<file path="src/sv/dbn_pkg.sv">
`timescale 1ns / 1ps
`default_nettype none
// ----------------------------------------------------------------------------
// dbn_pkg
// Shared types, codes and the flag address helper for the dissemination
// barrier node.
// ----------------------------------------------------------------------------
package dbn_pkg;

    // Sizing
    localparam int MAX_ROUNDS = 17;
    localparam int FLAG_DEPTH = 2 * MAX_ROUNDS;
    localparam int FLAG_AW    = $clog2(FLAG_DEPTH);
    localparam int ID_W       = 16;
    localparam int FLAG_W     = ID_W - 1;
    localparam int RANK_W     = 16;
    localparam int COUNT_W    = 17;
    localparam int ROUND_W    = 5;
    localparam int KIND_W     = 2;
    localparam int TYPE_W     = 2;
    localparam int STEP_W     = 4;
    localparam int CFG_IDX_W  = 2;
    localparam int CFG_DATA_W = 17;

    // Request types
    localparam logic [TYPE_W-1:0] REQ_LOCAL   = 2'd0;
    localparam logic [TYPE_W-1:0] REQ_SIGNAL  = 2'd1;
    localparam logic [TYPE_W-1:0] REQ_CROSSED = 2'd2;
    localparam logic [TYPE_W-1:0] REQ_UNUSED  = 2'd3;

    // Result kinds
    localparam logic [KIND_W-1:0] KIND_SIGNAL = 2'd0;
    localparam logic [KIND_W-1:0] KIND_CROSS  = 2'd1;
    localparam logic [KIND_W-1:0] KIND_DONE   = 2'd2;

    // Configuration register indexes
    localparam logic [CFG_IDX_W-1:0] CFG_NODE_RANK   = 2'd0;
    localparam logic [CFG_IDX_W-1:0] CFG_NODE_COUNT  = 2'd1;
    localparam logic [CFG_IDX_W-1:0] CFG_ROUND_COUNT = 2'd2;

    // Microprogram step addresses
    localparam logic [STEP_W-1:0] STEP_FETCH     = 4'd0;
    localparam logic [STEP_W-1:0] STEP_DISPATCH  = 4'd1;
    localparam logic [STEP_W-1:0] STEP_WRITE     = 4'd2;
    localparam logic [STEP_W-1:0] STEP_READ      = 4'd3;
    localparam logic [STEP_W-1:0] STEP_CHECK     = 4'd4;
    localparam logic [STEP_W-1:0] STEP_SIGNAL    = 4'd5;
    localparam logic [STEP_W-1:0] STEP_CROSS_REQ = 4'd6;
    localparam logic [STEP_W-1:0] STEP_NOTE      = 4'd7;
    localparam logic [STEP_W-1:0] STEP_FLUSH     = 4'd8;

    // Datapath operation of a control word
    typedef enum logic [3:0] {
        OP_NOP,
        OP_FETCH,
        OP_WRITE,
        OP_READ,
        OP_CHECK,
        OP_SIGNAL,
        OP_CROSS_REQ,
        OP_NOTE,
        OP_FLUSH
    } op_t;

    // Jump condition of a control word
    typedef enum logic [2:0] {
        COND_NEVER,
        COND_ALWAYS,
        COND_IDLE,
        COND_IS_CROSSED,
        COND_ROUND_END,
        COND_NO_MATCH
    } cond_t;

    typedef struct packed {
        op_t               op;
        cond_t             cond;
        logic [STEP_W-1:0] target;
    } ctrl_word_t;

    // Channel payloads
    typedef struct packed {
        logic [TYPE_W-1:0]  req_type;
        logic [ROUND_W-1:0] in_round;
        logic [ID_W-1:0]    in_barrier_id;
    } req_t;

    typedef struct packed {
        logic [KIND_W-1:0]  out_kind;
        logic [RANK_W-1:0]  dest_node;
        logic [ROUND_W-1:0] out_round;
        logic [ID_W-1:0]    out_barrier_id;
        logic               last;
    } res_t;

    // Sequencer to result queue
    typedef struct packed {
        logic push;
        logic flush;
        res_t item;
    } push_t;

    // Result queue to sequencer
    typedef struct packed {
        logic stall;
        logic pend_valid;
    } queue_status_t;

    // Flag store address: parity selects the bank, round the entry
    function automatic logic [FLAG_AW-1:0] flag_addr(input logic parity,
                                                     input logic [ROUND_W-1:0] rnd);
        logic [FLAG_AW-1:0] base;
        base = parity ? FLAG_AW'(MAX_ROUNDS) : '0;
        return base + FLAG_AW'(rnd);
    endfunction

endpackage
`default_nettype wire

</file>
<file path="src/sv/dbn_ucode_rom.sv">
`timescale 1ns / 1ps
`default_nettype none
// ----------------------------------------------------------------------------
// dbn_ucode_rom
// Control store of the barrier sequencer: one control word per step.
// ----------------------------------------------------------------------------
module dbn_ucode_rom
    import dbn_pkg::*;
(
    input  wire logic [STEP_W-1:0] step,
    output ctrl_word_t             ctrl
);

    // Fetch, dispatch, write, read/check/signal per round, cross, note, flush
    always_comb
    begin
        unique case (step)
            STEP_FETCH:     ctrl = '{op: OP_FETCH,     cond: COND_IDLE,       target: STEP_FETCH};
            STEP_DISPATCH:  ctrl = '{op: OP_NOP,       cond: COND_IS_CROSSED, target: STEP_NOTE};
            STEP_WRITE:     ctrl = '{op: OP_WRITE,     cond: COND_NEVER,      target: STEP_FETCH};
            STEP_READ:      ctrl = '{op: OP_READ,      cond: COND_ROUND_END,  target: STEP_CROSS_REQ};
            STEP_CHECK:     ctrl = '{op: OP_CHECK,     cond: COND_NO_MATCH,   target: STEP_CROSS_REQ};
            STEP_SIGNAL:    ctrl = '{op: OP_SIGNAL,    cond: COND_ALWAYS,     target: STEP_READ};
            STEP_CROSS_REQ: ctrl = '{op: OP_CROSS_REQ, cond: COND_ALWAYS,     target: STEP_FLUSH};
            STEP_NOTE:      ctrl = '{op: OP_NOTE,      cond: COND_NEVER,      target: STEP_FETCH};
            STEP_FLUSH:     ctrl = '{op: OP_FLUSH,     cond: COND_ALWAYS,     target: STEP_FETCH};
            default:        ctrl = '{op: OP_NOP,       cond: COND_ALWAYS,     target: STEP_FETCH};
        endcase
    end

endmodule
`default_nettype wire

</file>
<file path="src/sv/dbn_flag_store.sv">
`timescale 1ns / 1ps
`default_nettype none
// ----------------------------------------------------------------------------
// dbn_flag_store
// Round flag memory, two banks by id parity, with per-entry valid bits.
// An entry not yet written reads as invalid (valid bits are cleared only by reset).
// ----------------------------------------------------------------------------
module dbn_flag_store
    import dbn_pkg::*;
(
    input  wire logic               clk,
    input  wire logic               rst_n,
    input  wire logic               wr_en,
    input  wire logic [FLAG_AW-1:0] wr_addr,
    input  wire logic [FLAG_W-1:0]  wr_data,
    input  wire logic               rd_en,
    input  wire logic [FLAG_AW-1:0] rd_addr,
    output logic      [FLAG_W-1:0]  rd_data,
    output logic                    rd_valid
);

    logic [FLAG_W-1:0]     flag_mem [FLAG_DEPTH];
    logic [FLAG_DEPTH-1:0] valid_reg;
    logic [FLAG_DEPTH-1:0] valid_next;
    logic [FLAG_W-1:0]     rd_data_reg;
    logic                  rd_valid_reg;
    logic                  rd_valid_next;

    // Memory write and registered read
    always_ff @(posedge clk)
    begin
        if (wr_en)
        begin
            flag_mem[wr_addr] <= wr_data;
        end
        if (rd_en)
        begin
            rd_data_reg <= flag_mem[rd_addr];
        end
    end

    // Valid bits
    always_comb
    begin
        valid_next = valid_reg;
        if (wr_en)
        begin
            valid_next[wr_addr] = 1'b1;
        end
        rd_valid_next = rd_valid_reg;
        if (rd_en)
        begin
            rd_valid_next = valid_reg[rd_addr];
        end
    end

    always_ff @(posedge clk or negedge rst_n)
    begin
        if (!rst_n)
        begin
            valid_reg    <= '0;
            rd_valid_reg <= 1'b0;
        end
        else
        begin
            valid_reg    <= valid_next;
            rd_valid_reg <= rd_valid_next;
        end
    end

    assign rd_data  = rd_data_reg;
    assign rd_valid = rd_valid_reg;

endmodule
`default_nettype wire

</file>
<file path="src/sv/dbn_result_queue.sv">
`timescale 1ns / 1ps
`default_nettype none
// ----------------------------------------------------------------------------
// dbn_result_queue
// Holds the newest result back one slot so the final one can carry last,
// and drives the output register of the result channel.
// ----------------------------------------------------------------------------
module dbn_result_queue
    import dbn_pkg::*;
(
    input  wire logic    clk,
    input  wire logic    rst_n,
    input  wire push_t   push,
    output queue_status_t status,
    output logic         res_valid,
    input  wire logic    res_ready,
    output res_t         res_data
);

    logic pend_valid_reg;
    logic pend_valid_next;
    res_t pend_reg;
    res_t pend_next;
    logic out_valid_reg;
    logic out_valid_next;
    res_t out_reg;
    res_t out_next;
    logic out_free;
    logic need_out;
    logic stall;

    assign out_free = !out_valid_reg || res_ready;
    assign need_out = (push.push || push.flush) && pend_valid_reg;
    assign stall    = need_out && !out_free;

    // Move held result out, load new one
    always_comb
    begin
        pend_valid_next = pend_valid_reg;
        pend_next       = pend_reg;
        out_valid_next  = out_valid_reg && !res_ready;
        out_next        = out_reg;
        if (!stall)
        begin
            if (need_out)
            begin
                out_valid_next = 1'b1;
                out_next       = pend_reg;
                out_next.last  = push.flush;
            end
            if (push.push)
            begin
                pend_valid_next = 1'b1;
                pend_next       = push.item;
            end
            else if (push.flush)
            begin
                pend_valid_next = 1'b0;
            end
        end
    end

    always_ff @(posedge clk or negedge rst_n)
    begin
        if (!rst_n)
        begin
            pend_valid_reg <= 1'b0;
            out_valid_reg  <= 1'b0;
        end
        else
        begin
            pend_valid_reg <= pend_valid_next;
            out_valid_reg  <= out_valid_next;
        end
    end

    always_ff @(posedge clk)
    begin
        pend_reg <= pend_next;
        out_reg  <= out_next;
    end

    assign status.stall      = stall;
    assign status.pend_valid = pend_valid_reg;
    assign res_valid         = out_valid_reg;
    assign res_data          = out_reg;

endmodule
`default_nettype wire

</file>
<file path="src/sv/dissemination_barrier_node.sv">
`timescale 1ns / 1ps
`default_nettype none
// ----------------------------------------------------------------------------
// dissemination_barrier_node
// One node of a dissemination barrier, run by a microcoded sequencer over a
// round flag memory, a peer adder and a one-deep result hold stage.
//
//   Channel  Dir  Handshake              Payload
//   req      in   req_valid/req_ready    req_t: type, round, barrier id
//   res      out  res_valid/res_ready    res_t: kind, peer, round, id, last
//   cfg      in   cfg_valid/cfg_ready    cfg_index, cfg_data (always ready)
//
// One request at a time. An unknown type is dropped at fetch. Crossed notice:
// fetch, dispatch, note, flush. Entry or signal: fetch, dispatch, flag write,
// one read/check/signal triple per cleared round, a last read (and a check
// when an uncleared flag stops the walk), crossing check, flush.
// res_ready low stalls the sequencer only when a result must move out.
// Reset clears the flag valid bits at once; no clearing pass is needed.
// ----------------------------------------------------------------------------
module dissemination_barrier_node
    import dbn_pkg::*;
(
    input  wire logic                  clk,
    input  wire logic                  rst_n,
    input  wire logic                  req_valid,
    output logic                       req_ready,
    input  wire req_t                  req_data,
    output logic                       res_valid,
    input  wire logic                  res_ready,
    output res_t                       res_data,
    input  wire logic                  cfg_valid,
    output logic                       cfg_ready,
    input  wire logic [CFG_IDX_W-1:0]  cfg_index,
    input  wire logic [CFG_DATA_W-1:0] cfg_data
);

    ctrl_word_t         ctrl;
    queue_status_t      q_status;
    push_t              push;

    logic [STEP_W-1:0]  step_reg;
    logic [STEP_W-1:0]  step_next;
    logic [RANK_W-1:0]  node_rank_reg;
    logic [COUNT_W-1:0] node_count_reg;
    logic [ROUND_W-1:0] round_count_reg;
    req_t               req_reg;
    logic [ROUND_W-1:0] cur_round_reg;
    logic [ROUND_W-1:0] cur_round_next;
    logic [ID_W-1:0]    cur_id_reg;
    logic [ID_W-1:0]    cur_id_next;
    logic [COUNT_W-1:0] peer_sum_reg;

    logic               req_fire;
    logic [ROUND_W-1:0] rc_eff;
    logic               round_end;
    logic               flag_match;
    logic               cond_true;
    logic [ROUND_W-1:0] wr_round;
    logic [ID_W-1:0]    wr_id;
    logic               wr_en;
    logic               rd_en;
    logic [FLAG_W-1:0]  rd_data;
    logic               rd_valid;
    logic [COUNT_W-1:0] peer_red;

    // Control store
    dbn_ucode_rom u_rom (
        .step (step_reg),
        .ctrl (ctrl)
    );

    // Round flags
    dbn_flag_store u_flags (
        .clk      (clk),
        .rst_n    (rst_n),
        .wr_en    (wr_en),
        .wr_addr  (flag_addr(wr_id[0], wr_round)),
        .wr_data  (wr_id[ID_W-1:1]),
        .rd_en    (rd_en),
        .rd_addr  (flag_addr(cur_id_reg[0], cur_round_reg)),
        .rd_data  (rd_data),
        .rd_valid (rd_valid)
    );

    // Result hold and output register
    dbn_result_queue u_queue (
        .clk       (clk),
        .rst_n     (rst_n),
        .push      (push),
        .status    (q_status),
        .res_valid (res_valid),
        .res_ready (res_ready),
        .res_data  (res_data)
    );

    // Handshakes and status
    assign req_ready  = (step_reg == STEP_FETCH);
    assign req_fire   = req_valid && req_ready;
    assign cfg_ready  = 1'b1;
    assign rc_eff     = (round_count_reg > ROUND_W'(MAX_ROUNDS)) ?
                        ROUND_W'(MAX_ROUNDS) : round_count_reg;
    assign round_end  = (cur_round_reg >= rc_eff);
    assign flag_match = rd_valid && (rd_data == cur_id_reg[ID_W-1:1]);

    // Local entry writes round 0 of the current id
    assign wr_round = (req_reg.req_type == REQ_LOCAL) ? '0 : req_reg.in_round;
    assign wr_id    = (req_reg.req_type == REQ_LOCAL) ? cur_id_reg : req_reg.in_barrier_id;

    // Peer reduction: one conditional subtract of the node count
    assign peer_red = (peer_sum_reg >= node_count_reg) ?
                      (peer_sum_reg - node_count_reg) : peer_sum_reg;

    // Jump condition
    always_comb
    begin
        unique case (ctrl.cond)
            COND_NEVER:      cond_true = 1'b0;
            COND_ALWAYS:     cond_true = 1'b1;
            COND_IDLE:       cond_true = !req_fire || (req_data.req_type == REQ_UNUSED);
            COND_IS_CROSSED: cond_true = (req_reg.req_type == REQ_CROSSED);
            COND_ROUND_END:  cond_true = round_end;
            COND_NO_MATCH:   cond_true = !flag_match;
            default:         cond_true = 1'b1;
        endcase
    end

    // Datapath controls from the control word
    always_comb
    begin
        wr_en          = 1'b0;
        rd_en          = 1'b0;
        push           = '0;
        cur_round_next = cur_round_reg;
        cur_id_next    = cur_id_reg;
        unique case (ctrl.op)
            OP_NOP, OP_FETCH, OP_CHECK:
            begin
            end
            OP_WRITE:
            begin
                wr_en = ({1'b0, wr_round} < (ROUND_W + 1)'(MAX_ROUNDS));
            end
            OP_READ:
            begin
                rd_en = !round_end;
            end
            OP_SIGNAL:
            begin
                push.push                = !round_end;
                push.item.out_kind       = KIND_SIGNAL;
                push.item.dest_node      = peer_red[RANK_W-1:0];
                push.item.out_round      = cur_round_reg;
                push.item.out_barrier_id = cur_id_reg;
            end
            OP_CROSS_REQ:
            begin
                push.push          = (cur_round_reg == rc_eff) && (node_rank_reg == '0);
                push.item.out_kind = KIND_CROSS;
            end
            OP_NOTE:
            begin
                push.push          = 1'b1;
                push.item.out_kind = KIND_DONE;
                if (!q_status.stall)
                begin
                    cur_id_next    = cur_id_reg + 1'b1;
                    cur_round_next = '0;
                end
            end
            OP_FLUSH:
            begin
                push.flush = 1'b1;
            end
            default:
            begin
            end
        endcase
        if ((ctrl.op == OP_CHECK) && flag_match)
        begin
            cur_round_next = cur_round_reg + 1'b1;
        end
    end

    // Step counter
    always_comb
    begin
        priority if (q_status.stall)
        begin
            step_next = step_reg;
        end
        else if (cond_true)
        begin
            step_next = ctrl.target;
        end
        else
        begin
            step_next = step_reg + 1'b1;
        end
    end

    // Control state and configuration
    always_ff @(posedge clk or negedge rst_n)
    begin
        if (!rst_n)
        begin
            step_reg        <= STEP_FETCH;
            cur_round_reg   <= '0;
            cur_id_reg      <= '0;
            node_rank_reg   <= '0;
            node_count_reg  <= COUNT_W'(1);
            round_count_reg <= ROUND_W'(1);
        end
        else
        begin
            step_reg      <= step_next;
            cur_round_reg <= cur_round_next;
            cur_id_reg    <= cur_id_next;
            if (cfg_valid && cfg_ready)
            begin
                unique case (cfg_index)
                    CFG_NODE_RANK:   node_rank_reg   <= cfg_data[RANK_W-1:0];
                    CFG_NODE_COUNT:  node_count_reg  <= cfg_data[COUNT_W-1:0];
                    CFG_ROUND_COUNT: round_count_reg <= cfg_data[ROUND_W-1:0];
                    default:
                    begin
                    end
                endcase
            end
        end
    end

    // Captured request and peer sum (payload)
    always_ff @(posedge clk)
    begin
        if (req_fire)
        begin
            req_reg <= req_data;
        end
        if ((ctrl.op == OP_CHECK) && flag_match)
        begin
            peer_sum_reg <= COUNT_W'(node_rank_reg) + (COUNT_W'(1) << cur_round_reg);
        end
    end

    // Assertions
    a_idle_hold_empty: assert property (@(posedge clk) disable iff (!rst_n)
        req_ready |-> !q_status.pend_valid)
        else $error("held result left over when taking a new request");

    a_round_bound: assert property (@(posedge clk) disable iff (!rst_n)
        cur_round_reg <= ROUND_W'(MAX_ROUNDS))
        else $error("current round beyond the flag store");

    a_step_bound: assert property (@(posedge clk) disable iff (!rst_n)
        step_reg <= STEP_FLUSH)
        else $error("step counter outside the program");

    a_read_then_check: assert property (@(posedge clk) disable iff (!rst_n)
        rd_en |=> (step_reg == STEP_CHECK))
        else $error("flag read not followed by its check step");

endmodule
`default_nettype wire

</file>
<file path="config.mk">
export PLATFORM = sky130hd
export DESIGN_NAME = dissemination_barrier_node
export DESIGN_NICKNAME = d
export VERILOG_FILES = /design/src/sv/dbn_pkg.sv /design/src/sv/dbn_ucode_rom.sv /design/src/sv/dbn_flag_store.sv /design/src/sv/dbn_result_queue.sv /design/src/sv/dissemination_barrier_node.sv
export SDC_FILE = /design/constraint.sdc
export NUM_CORES = 1
export LEC_CHECK = 0
export BUFFER_PORTS_ARGS = -buffer_cell sky130_fd_sc_hd__buf_2
export CAP_MARGIN = 20
export CORE_ASPECT_RATIO = 1.2
export CORE_MARGIN = 3
export CORE_UTILIZATION = 46
export DETAILED_ROUTE_END_ITERATION = 6
export GPL_TIMING_DRIVEN = 1
export PLACE_DENSITY = 0.61
export SLEW_MARGIN = 20
export SYNTH_ARGS = -nofsm -noshare
export SYNTH_HDL_FRONTEND = slang
export SYNTH_SLANG_ARGS = --single-unit
export TNS_END_PERCENT = 20
</file>
<file path="constraint.sdc">
create_clock -name clk -period 5 [get_ports clk]
set_input_delay 0 -clock clk [delete_from_list [all_inputs] [get_ports clk]]
set_output_delay 0 -clock clk [all_outputs]
set_load 0.05 [all_outputs]
</file>
# After elaboration in Yosys (flattened, before gate mapping)
# Memories as Yosys holds them, arrays and structs flattened. A register that Yosys moved wholly into a read port is not among the register bits.
# Cells that the tools add are included.
[op_classes]
n_addsub = 7
order_cmp = 7
eq_ne = 18
shift = 1
n_mux = 26
bitwise_logic = 2
reduce_logical = 32
[op_table]
columns = ["op", "count"]
rows = [
  ["$mux W5", 7],
  ["$or A34 B34 Y34", 1],
  ["$mux W16", 2],
  ["$add A16 B17 Y17", 1],
  ["$ge A17 B17 Y1", 1],
  ["$shl A1 B5 Y17 const A", 1],
  ["$add A16 B1 Y16 const B", 1],
  ["$eq A4 B3 Y1 const B", 4],
  ["$logic_not A16 Y1", 1],
  ["$reduce_and A2 Y1", 8],
  ["$sub A16 B16 Y16", 1],
  ["$eq A15 B15 Y1", 1],
  ["$lt A6 B7 Y1 const B", 2],
  ["$add A5 B5 Y6", 2],
  ["$mux W1", 11],
  ["$eq A4 B2 Y1 const B", 2],
  ["$logic_and A1 B1 Y1", 8],
  ["$bmux W1 S6", 1],
  ["$demux W1 S6", 1],
  ["$eq A2 B2 Y1 const B", 3],
  ["$eq A3 B2 Y1 const B", 2],
  ["$eq A3 B3 Y1 const B", 2],
  ["$ge A6 B1 Y1 const B", 1],
  ["$logic_not A1 Y1", 6],
  ["19 further kinds", 23],
]
[word_totals]
register_bits = 219
ram_bits = 510
romBits = 176
inputBits = 47
output_inout_bits = 43
word_cells = 118
n_memories = 2
[memory_table]
columns = ["memory", "depth", "width", "rd", "rd_clocked_by_memory_dff", "write_ports", "line", "source"]
rows = [
  ["u_flags.flag_mem", 34, 15, 1, 1, 1, "dbn_flag_store.sv:22", "logic [FLAG_W-1:0] flag_mem [FLAG_DEPTH];"],
  ["(name not given)", 16, 11, 1, 0, 0, "dbn_ucode_rom.sv:17", "unique case (step)"],
]

# Depth between registers and ports, before layout
# Gate-level depths: netlist of the first run.
[depth]
word_depth = 11
ltp_mapped = 15
depth_no_buf = 15

# Modules after synthesis
# A second synthesis of the first run with hierarchy kept.
[hier_totals]
hier_cells = 1992
hier_area_um2 = 31614.1
[modules_own_cells]
columns = ["mod", "n_inst", "cells_per_inst", "area_per_inst_um2", "seq_area_each_um2"]
rows = [
  ["dbn_flag_store", 1, 1212, 22054.9, 16641.0],
  ["dissemination_barrier_node", 1, 663, 6882.9, 2780.2],
  ["dbn_result_queue", 1, 93, 2497.4, 2422.3],
  ["dbn_ucode_rom", 1, 24, 178.9, 0.0],
]

# Worst setup path after synthesis of the first run
# No wires, ideal clock.
[synth_path]
kind = "reg-to-reg"
from = "register round_count_reg[4]"
to = "register u_queue.pend_reg[10] in the netlist's numbering (enable)"
setup_time_ns = 0.448
arrival_ns = 3.655
required_time_ns = 4.552
slack_ns = 0.897
stages_incl_launch_ff = 9
n_path_buf = 0
synth_period_minus_slack_ns = 4.103
cell_sequence = "dfrtp_1 > inv_1 > nand2_1 > ha_1 > a21o_1 > a21o_1 > a221o_1 > o21ba_2 > a21oi_1"
[synth_via]
elab_chain_cells = 10
word_cells_on_any_way = 12
classes_between = "order compare: 2; eq/ne: 1; mux: 2; bitwise: 1; reduce/logical: 6"
[synth_lines]
columns = ["item", "line", "source"]
rows = [
  ["from (decl)", "dissemination_barrier_node.sv:45", "logic [ROUND_W-1:0] round_count_reg;"],
  ["from (signal assigned)", "dissemination_barrier_node.sv:223", "CFG_ROUND_COUNT: round_count_reg <= cfg_data[ROUND_W-1:0];"],
  ["$gt A5 B5 Y1", "dissemination_barrier_node.sv:100", "assign rc_eff = (round_count_reg > ROUND_W'(MAX_ROUNDS)) ?"],
  ["$mux W5 (*)", "dissemination_barrier_node.sv:100", ""],
  ["$ge A5 B5 Y1 or $eq A5 B5 Y1 (tied branches)", "dissemination_barrier_node.sv:102, dissemination_barrier_node.sv:157", ""],
  ["$logic_not A1 Y1 or $logic_and A1 B1 Y1 (tied branches)", "dissemination_barrier_node.sv:149, dissemination_barrier_node.sv:157", ""],
  ["$pmux W1 S3 (*)", "dissemination_barrier_node.sv:135", "unique case (ctrl.op)"],
  ["$logic_or A1 B1 Y1", "dbn_result_queue.sv:33", "assign need_out = (push.push || push.flush) && pend_valid_reg;"],
  ["$logic_and A1 B1 Y1", "dbn_result_queue.sv:33", ""],
  ["$logic_and A1 B1 Y1", "dbn_result_queue.sv:34", "assign stall = need_out && !out_free;"],
  ["$not A1 Y1 (no source line)", "--", ""],
  ["$reduce_and A2 Y1 (no source line) (*)", "--", ""],
  ["to (signal assigned)", "dbn_result_queue.sv:79", "pend_reg <= pend_next;"],
  ["to (decl)", "dbn_result_queue.sv:22", "res_t pend_reg;"],
]
# Every way passes the cells marked *; elsewhere a longest branch is shown, timed or not.
# A chain may end at the register's enable or synchronous reset.

# Final worst setup path of the first run
[layout_path]
from = "register req_reg[22] in the netlist's numbering"
to = "memory u_flags.flag_mem[27][10] in the netlist's numbering (enable)"
[layout_via]
elab_chain_cells = 6
word_cells_on_any_way = 9
classes_between = "add/sub: 1; order compare: 1; mux: 6; reduce/logical: 1"
[layout_lines]
columns = ["item", "line", "source"]
rows = [
  ["from (decl)", "dissemination_barrier_node.sv:46", "req_t req_reg;"],
  ["from (signal assigned)", "dissemination_barrier_node.sv:237", "req_reg <= req_data;"],
  ["$logic_not A2 Y1 (*)", "dissemination_barrier_node.sv:106, dissemination_barrier_node.sv:107", ""],
  ["$mux W5", "dissemination_barrier_node.sv:106", "assign wr_round = (req_reg.req_type == REQ_LOCAL) ? '0 : req_reg.in_round;"],
  ["$lt A5 B5 Y1", "dissemination_barrier_node.sv:141", "wr_en = ({1'b0, wr_round} < (ROUND_W + 1)'(MAX_ROUNDS));"],
  ["$mux W1", "dissemination_barrier_node.sv:135", ""],
  ["$mux W1", "dbn_flag_store.sv:32", "if (wr_en)"],
  ["$mux W1 (implied by the code)", "dbn_flag_store.sv:34", "flag_mem[wr_addr] <= wr_data;"],
  ["to (decl)", "dbn_flag_store.sv:22", ""],
]
# Marked as above.

==> flow_summary.ini, run 1 <==
[yosys]
synthSimpleGateAreaFrac_pct = 6.02
async_flop_share_pct = 13.4
ys_seq_area_share_pct = 71.1
synth_top_family_by_area = multiplexers
synth_area_um2 = 30700
synth_xor_area_share_pct = 1.82
synth-seq-cells = 744
synthMuxAreaShare_pct = 14.0
synth_top_cell_area_share_pct = 62.9
synth-compound-area-share_pct = 3.11
avgSynthCellArea_um2 = 17.9
ys_top_cells_by_area = edfxtp_1 (63%), mux4_2 (12%), dfrtp_1 (8.0%)
ys.flop_type = edfxtp_1
syn_nets = 1821
yosys.area_share.adder_pct = 2.37
synth.distinct_cells = 67
syn_inst = 1717
yosysWarningCount = 0
yosysTopAreaCell = edfxtp_1
synth-edff-count = 644

[clocking]
cts_setup_buffers = 0
clk_pin_slew_ns = 0.06
clock_latency_ns = 0.60
htreeDepth = 3
cts_buffers = 72
cts-root-buf = clkbuf_16
numClockSinks = 744
cts_resized = 0
cts_tree = built
cts_buffer_depth = 3

[floorplan]
row_count = 103
dieArea_um2 = 70000
start_util_pct = 46.6
core_um2 = 66000
die_w_um = 242
boundaryPins = 90
die_height_um = 289

[placed_design]
dp_hpwl_um = 45400
place_inst = 2698
place_congestion = 0.850
port_buffers = 88

[finish]
largest_register_ffs = 510
fin_cells = 2873
antennaDiodeCount = 0
syn_to_final_growth_pct = 15.0
nNetsFinal = 2029
mostFrequentLayoutCells = edfxtp_1 (644), mux4_2 (159), nand2_1 (98), dfrtp_1 (98)
drive_gt1_share_pct = 25.6
mostFrequentLayoutCell = edfxtp_1
fin_util_pct = 53.6

[routing]
drt_iter0_drc = 1430
via_per_inst = 5.61
drc = 0
drt_wl_total_um = 69500
via_count = 16100
wire_per_inst_um = 24.2
first_pass_iters = 6
antenna_left = 0

[job]
cap_violations = 0

[sta]
clock_skew_ns = 0.0182
hold_viol = 0
final_max_slew_viol_count = 0
period_needed_ns = 3.78
worst_pin_slew_ns = 1.00
setup-violations-final = 0
setup_tns_ns = 0
hold_ws_ns = 0.0816
slew_headroom_pct = 33.3
rsz0062_at_grt = no
min_period_over_period_pct = 75.7
max_freq_ghz = 0.264

[worst_setup_path]
critPathLaunchType = flip-flop
reg2reg_from = req_reg[22]
crit_start = req_reg[22]
endpoint_kind = flip-flop
cp_max_fo = 24
worstSetupPathType = flip-flop to flip-flop
cp_data_required_time_ns = 5.22
cp.arrival_ns = 4.00

[pwr]
power_mw = 21.3
power_leakage_nw = 12.6
p_per_area_nw_per_um2 = 602
ir_drop_mv = 0.314

[hold_path]
holdCritPathClass = input port to async pin

[grt]
first_global_vias = 16300
antenna_found_initial = 1
grt_max_degree = 58
grt_overflow = 0
grtUsageTotal_pct = 20.1
grt_pass1_wl_um = 105000

[outcome]
status = finished clean
layout make-up:
type,instances,area [um^2]
Inverter,40,150
Timing Repair Buffer,199,1460
Clock inverter,26,260
Clock buffer,104,2020
Tap cell,892,1120
Sequential cell,744,21800
Multi-Input combinational cell,868,8520
Fill cell,5261,30600
critical path, cell delays in order, from the launching register on:
cell	delay, ns
edfxtp_1	0.36
or2_1	0.68
nand2_1	0.12
nand2_1	0.14
ha_1	0.18
ha_1	0.24
nand4_1	0.18
xnor2_1	0.40
nand2_1	0.30
nor2_2	0.81
Yosys cell counts, drive strengths merged (36+ instances only):
cell type and instances:
a21oi 47, clkbuf 36, dfrtp 98, edfxtp 644
ha 55, inv 40, mux2 39, mux4 159
nand2 99, nor2 92, or2 39, xnor2 36
final timing paths:
check                                                 to  slack [ns]  cells after the start
max in group asynchronous           u_flags.valid_reg[5]        3.66                      3
min in group clk                      round_count_reg[0]        0.08                      3
worst min register to register      u_queue.res_data[35]        0.42                      0
worst max-delay path            u_flags.flag_mem[27][10]        1.22                      9
worst min-delay path                    node_rank_reg[7]        0.08                      2
worst max register to register  u_flags.flag_mem[27][10]        1.22                      9
per-stage QoR:
stage               worst slack [ns]  area (um^2)
floorplan                      0.897        30700
global placement                1.18        32600
detailed placement              1.23        32600
CTS                             1.22        35300
global route                   0.893        35400
finish                          1.22        35400
cell families after synthesis:
logic type,count (synthesis)
fa+ha+maj,57
buf+inv,105
compound gates,145
xor+xnor,62
mux,227
simple gates,376
other cells,1
flops,744
repair_timing:
action / 4_1_cts / 5_1_grt
hold endpoints to repair: 123 / 0
setup endpoints to repair: 0 / 0
hold buffers: 44 / 0
report_power, final:
part / total [mW] / switching [mW] / internal (mW)
Combinational: 7.92 / 4.49 / 3.44
Clock: 5.31 / 2.24 / 3.07
Sequential: 8.07 / 0.368 / 7.70
Total: 21.3 / 7.10 / 14.2
metal layers:
layer  share of wire, %  global-route usage [%]
met5              0.019                       0
met4                3.3                    7.68
met3                6.4                    3.11
met2                 49                    33.0
met1                 41                    27.4
No activity file was read; power rests on OpenSTA's default activity.
==> inputs of run 2 (changes only) <==
ABC_AREA = 1   (was default)
PLACE_DENSITY = 0.63   (was 0.61)
clock period = 3.2 ns   (was 5 ns; I/O delays follow)
==> run 2 against run 1 <==
Against the previous run:
- clock power up 65%
- setup slack got worse by 1.0 ns
- clock skew up 0.0064 ns
- core utilization up 0.45 points
- fmax grew 26%
- global-route usage grew 2.1 points
- synthesized cell count increased by 60%
==> flow_summary.ini, run 2 <==
[clocking]
cts_tree = built
htreeDepth = 3
cts_buffer_depth = 3
numClockSinks = 744
clk_pin_slew_ns = 0.06
clock_latency_ns = 0.62
cts-root-buf = clkbuf_16
cts_buffers = 76

[yosys]
synth_area_um2 = 32200
async_flop_share_pct = 13.4
yosysWarningCount = 0
yosysTopAreaCell = edfxtp_1
synthTopCellsByCount = edfxtp_1 (644), nor2_1 (425), nand2_1 (364)
ys.flop_type = edfxtp_1
synth.distinct_cells = 54
synth-seq-cells = 744
syn_inst = 2750
synth_top_cell_area_share_pct = 60.1
ys_top_cells_by_area = edfxtp_1 (60%), dfrtp_1 (7.6%), nor2_1 (5.0%)
ys_seq_area_share_pct = 67.9
syn_nets = 2854
synth-edff-count = 644
synth_most_common_cell = edfxtp_1
avgSynthCellArea_um2 = 11.7

[floorplan]
core_um2 = 68800
row_count = 105
die_w_um = 247
die_height_um = 296
start_util_pct = 46.8
boundaryPins = 90
dieArea_um2 = 73200

[grt]
grt_max_degree = 106
grt.busiest_layer = met2
antenna_found_initial = 0
grt_overflow = 0
first_global_vias = 21000
met2_usage_pct = 37.9
grt_pass1_wl_um = 124000
use_met1_pct = 29.1
grtUsageTotal_pct = 22.2
grt_use_met3_pct = 3.05

[sta]
slew_headroom_pct = 51.1
max_freq_ghz = 0.334
min_period_over_period_pct = 93.7
setup-violations-final = 0
period_needed_ns = 3.00
final_max_slew_viol_count = 0
hold_viol = 0
worst_pin_slew_ns = 0.732
setup_tns_ns = 0
clock_skew_ns = 0.0246
setup_ws_ns = 0.202

[worst_setup_path]
crit_slowest_cell = edfxtp_1
cp.arrival_ns = 3.30
endpoint_kind = flip-flop
r2r_setup_slack_ns = 0.20
critPathTopFamily = simple AND/OR/NAND/NOR gates
worstSetupPathType = flip-flop to flip-flop
cp_cell_sequence = nor2_4 -> inv_4 -> o21ai_0 -> ha_1 -> ha_1 -> or2_1 -> nand2_1 -> nor2_1 -> nand2_1 -> nor2_1 -> buf_4
slowest_delay_ns = 0.43
critPathLaunchType = flip-flop
cp_max_fo = 15
cp_data_required_time_ns = 3.50
crit_buf_inv = 2

[placed_design]
place_congestion = 0.915
place_inst = 3714
pre_cts_slack_ns = 0.0993
dp_hpwl_um = 51800
placed_cell_area_um2 = 34200
port_buffers = 88

[routing]
via_count = 21400
drc = 0
first_pass_iters = 6
drt_iter0_drc = 2019
wire_per_inst_um = 20.7
drt_wl_total_um = 80700
via_per_inst = 5.49
antenna_left = 0

[finish]
nNetsFinal = 3035
fin_cells = 3901
fin_util_pct = 54.0
drive_gt1_share_pct = 12.6
fillerInstances = 5731
fin_area_um2 = 37200
mostFrequentLayoutCell = edfxtp_1
largest_register_ffs = 510
mostFrequentLayoutCells = edfxtp_1 (644), nor2_1 (423), nand2_1 (362)
syn_to_final_growth_pct = 15.6

[pwr]
p_per_area_nw_per_um2 = 959
ir_drop_mv = 0.800
power_leakage_nw = 14.0

[job]
cap_violations = 0

[outcome]
status = finished clean

[hold_path]
holdCritPathClass = input port to flip-flop
-- run 2: stage by stage --
stage | hold WS, ns | total power, mW
after floorplan | -0.296 | 21.8
after global placement | 0.181 | 26.8
after detailed placement | 0.178 | 27.0
after CTS | 0.0586 | 35.8
after global routing | 0.0872 | 37.7
final | 0.0954 | 35.7
-- run 2: worst paths after layout --
kind | start | end | cells past startpoint
setup / recovery | req_reg[22] | u_flags.flag_mem[31][9] | 11
setup reg to reg | req_reg[22] | u_flags.flag_mem[31][9] | 11
min in group asynchronous | rst_n | node_count_reg[9] | 3
hold / removal | req_data[7] | req_reg[7] | 2
max in group asynchronous | rst_n | cur_id_reg[8] | 5
hold reg to reg | u_queue.pend_reg[37] | u_queue.res_data[37] | 0
-- run 2: worst register-to-register path, cell delays in order (launching register included) --
cell	delay [ns]
edfxtp_1	0.43
nor2_4	0.16
inv_4	0.06
o21ai_0	0.29
ha_1	0.29
ha_1	0.21
or2_1	0.11
nand2_1	0.07
nor2_1	0.25
nand2_1	0.35
nor2_1	0.20
buf_4	0.27
-- run 2: area by class of cell --
class / count / area [um^2] / area share, %
multi-input cells: 1712 / 9260 / 24.9
clock inverters: 34 / 368 / 0.989
inverters: 160 / 611 / 1.64
repair buffers: 237 / 1910 / 5.13
well taps: 909 / 1140 / 3.06
diodes: 1 / 2.50 / 0.00673
flip-flops and latches: 744 / 21800 / 58.7
clock buffers: 104 / 2080 / 5.59
-- run 2: report_power, final --
part           internal, mW  switching, mW
registers              11.7          0.373
clock network          5.13           3.61
logic                  4.64           10.2
total                  21.5           14.2
-- run 2: logic make-up after synthesis --
group,after synthesis,synth area share [%]
simple gates,1001,13.2
flops,744,67.9
compound gates,564,10.2
buf+inv,294,3.79
fa+ha+maj,57,2.26
xor+xnor,47,1.35
mux,42,1.31
other cells,1,0.0117
-- run 2: repair_timing --
item | in CTS | in global routing
gates resized for setup | 0 | 4
buffers inserted | 0 | 1
hold buffers | 45 | 1
setup endpoints to repair | 0 | 186
endpoints found under the hold margin | 133 | 18
-- run 2: metal layers --
metal / part of all wire [%] / wire [um] / up-vias
met2: 50 / 40400 / 660
li1: - / - / 10100
met1: 41 / 33100 / 10500
met3: 5.7 / 4640 / 142
met4: 3.1 / 2530 / 0
met5: 0 / 0 / -
==> inputs of run 3 (changes only) <==
PLACE_DENSITY = default   (was 0.63)
==> run 3 against run 2 <==
Against the previous run:
- fmax barely moved
- hold slack lost 0.045 ns
- combinational power about the same
- setup slack about the same
- sequential share of layout area down 0.23 points
- critical path depth is the same
- power is 2.1% higher
- final cell count barely moved
- register-to-register slack about the same
- design area grew 0.39%
- flip-flop and latch count is the same
- largest cell class unchanged
==> flow_summary.ini, run 3 (same netlist as run 2, synthesis figures left out) <==
[placed_design]
dp_hpwl_um = 52000
port_buffers = 88
place_congestion = 0.932

[sta]
slew_headroom_pct = 47.3
max_freq_ghz = 0.334
worst_pin_slew_ns = 0.791
rsz0062_at_grt = no
period_needed_ns = 3.00
hold_viol = 0
min_period_over_period_pct = 93.7
setup-violations-final = 0
clock_skew_ns = 0.0173
final_max_slew_viol_count = 0

[finish]
largest_register_ffs = 510
syn_to_final_growth_pct = 16.1
fillerInstances = 5781
nNetsFinal = 3032
fin_util_pct = 54.3
mostFrequentLayoutCell = edfxtp_1
mostFrequentLayoutCells = edfxtp_1 (644), nor2_1 (423), nand2_1 (364)
antennaDiodeCount = 0
drive_gt1_share_pct = 13.0

[worst_setup_path]
cp.arrival_ns = 3.25
r2r_setup_slack_ns = 0.20
reg2reg_from = req_reg[22]
critPathLaunchType = flip-flop
worstSetupPathType = flip-flop to flip-flop
cp_max_fo = 16
reg2reg_depth = 11
reg2reg_to = u_flags.flag_mem[8][3]
cp_data_required_time_ns = 3.45
endpoint_kind = flip-flop

[outcome]
status = finished clean

[job]
cap_violations = 0

[grt]
grtUsageTotal_pct = 22.5
grt_overflow = 0
grt_max_degree = 82
first_global_vias = 21100
grt_pass1_wl_um = 126000
antenna_found_initial = 1

[pwr]
power_mw = 36.4
p_per_area_nw_per_um2 = 976
ir_drop_mv = 0.860
power_leakage_nw = 14.0

[clocking]
numClockSinks = 744
clk_pin_slew_ns = 0.06
cts_tree = built
cts_buffers = 77
cts-root-buf = clkbuf_16
cts_setup_buffers = 0
htreeDepth = 3
cts_buffer_depth = 3
clock_latency_ns = 0.62

[routing]
via_per_inst = 5.51
antenna_left = 0
first_pass_iters = 5
drt_iter0_drc = 1902
via_count = 21500
wire_per_inst_um = 21.2
drt_wl_total_um = 82500
drc = 0

[floorplan]
die_height_um = 296
dieArea_um2 = 73200
die_w_um = 247
core_um2 = 68800
row_count = 105
start_util_pct = 46.8
boundaryPins = 90

[hold_path]
holdCritPathClass = input port to async pin
-- run 3: worst max-delay path: stages, from the launching register on --
cell and delay (ns):
edfxtp_1 0.43, nor2_4 0.16, buf_4 0.16, nor2_1 0.08, ha_1 0.23, ha_1 0.22, or2_1 0.24, nand2_1 0.12
inv_1 0.07, nor2_1 0.29, nand2_4 0.17, nor2_4 0.45
-- run 3: where the power goes --
part / switching [mW] / internal, mW
sequential: 0.340 / 11.7
clock: 3.78 / 5.62
combinational: 10.4 / 4.62
total: 14.5 / 21.9
-- run 3: repair_timing --
item,CTS,global route
hold buffers,44,0
endpoints found under the setup margin,0,101
resized for setup,0,4
endpoints found under the hold margin,120,0
-- run 3: worst max-delay path by stage --
stage	start	endpoint	slack (ns)	cells past startpoint
after global placement	cur_round_reg[0]	peer_sum_reg[14]	0.13	16
after CTS	cur_round_reg[0]	peer_sum_reg[14]	0.12	16
after floorplan	req_reg[22]	u_flags.flag_mem[17][0]	-0.05	13
after detailed placement	cur_round_reg[0]	peer_sum_reg[14]	0.14	16
after global routing	req_reg[22]	u_flags.flag_mem[8][3]	0.03	12
final	req_reg[22]	u_flags.flag_mem[8][3]	0.20	11
-- run 3: cell type report --
type / count / area (um^2) / share of cell area (%)
sequential: 744 / 21800 / 58.5
multi-input combinational: 1712 / 9250 / 24.8
clock buffer: 101 / 2090 / 5.59
timing repair buffer: 233 / 1830 / 4.90
tap: 909 / 1140 / 3.05
inverter: 160 / 611 / 1.63
clock inverter: 41 / 589 / 1.58
-- run 3: metrics by stage --
step	setup WS, ns	cell area (um^2)	setup TNS [ns]	std cells	hold slack (ns)
after CTS	0.120	37300	0	3900	0.0534
final	0.202	37400	0	3900	0.0503
after global routing	0.0283	37400	0	3900	0.0884
after floorplan	-0.0529	32200	-5.82	2750	-0.296
after global placement	0.131	34200	0	3714	0.107
after detailed placement	0.144	34200	0	3714	0.119
-- run 3: metal layers --
layer | vias to the layer above | GRT usage (%) | part of all wire, %
met5 | - | 0 | 0
met4 | 0 | 8.29 | 3.2
met3 | 147 | 2.73 | 5.7
met2 | 719 | 37.8 | 49
met1 | 10500 | 30.4 | 42
li1 | 10100 | - | -
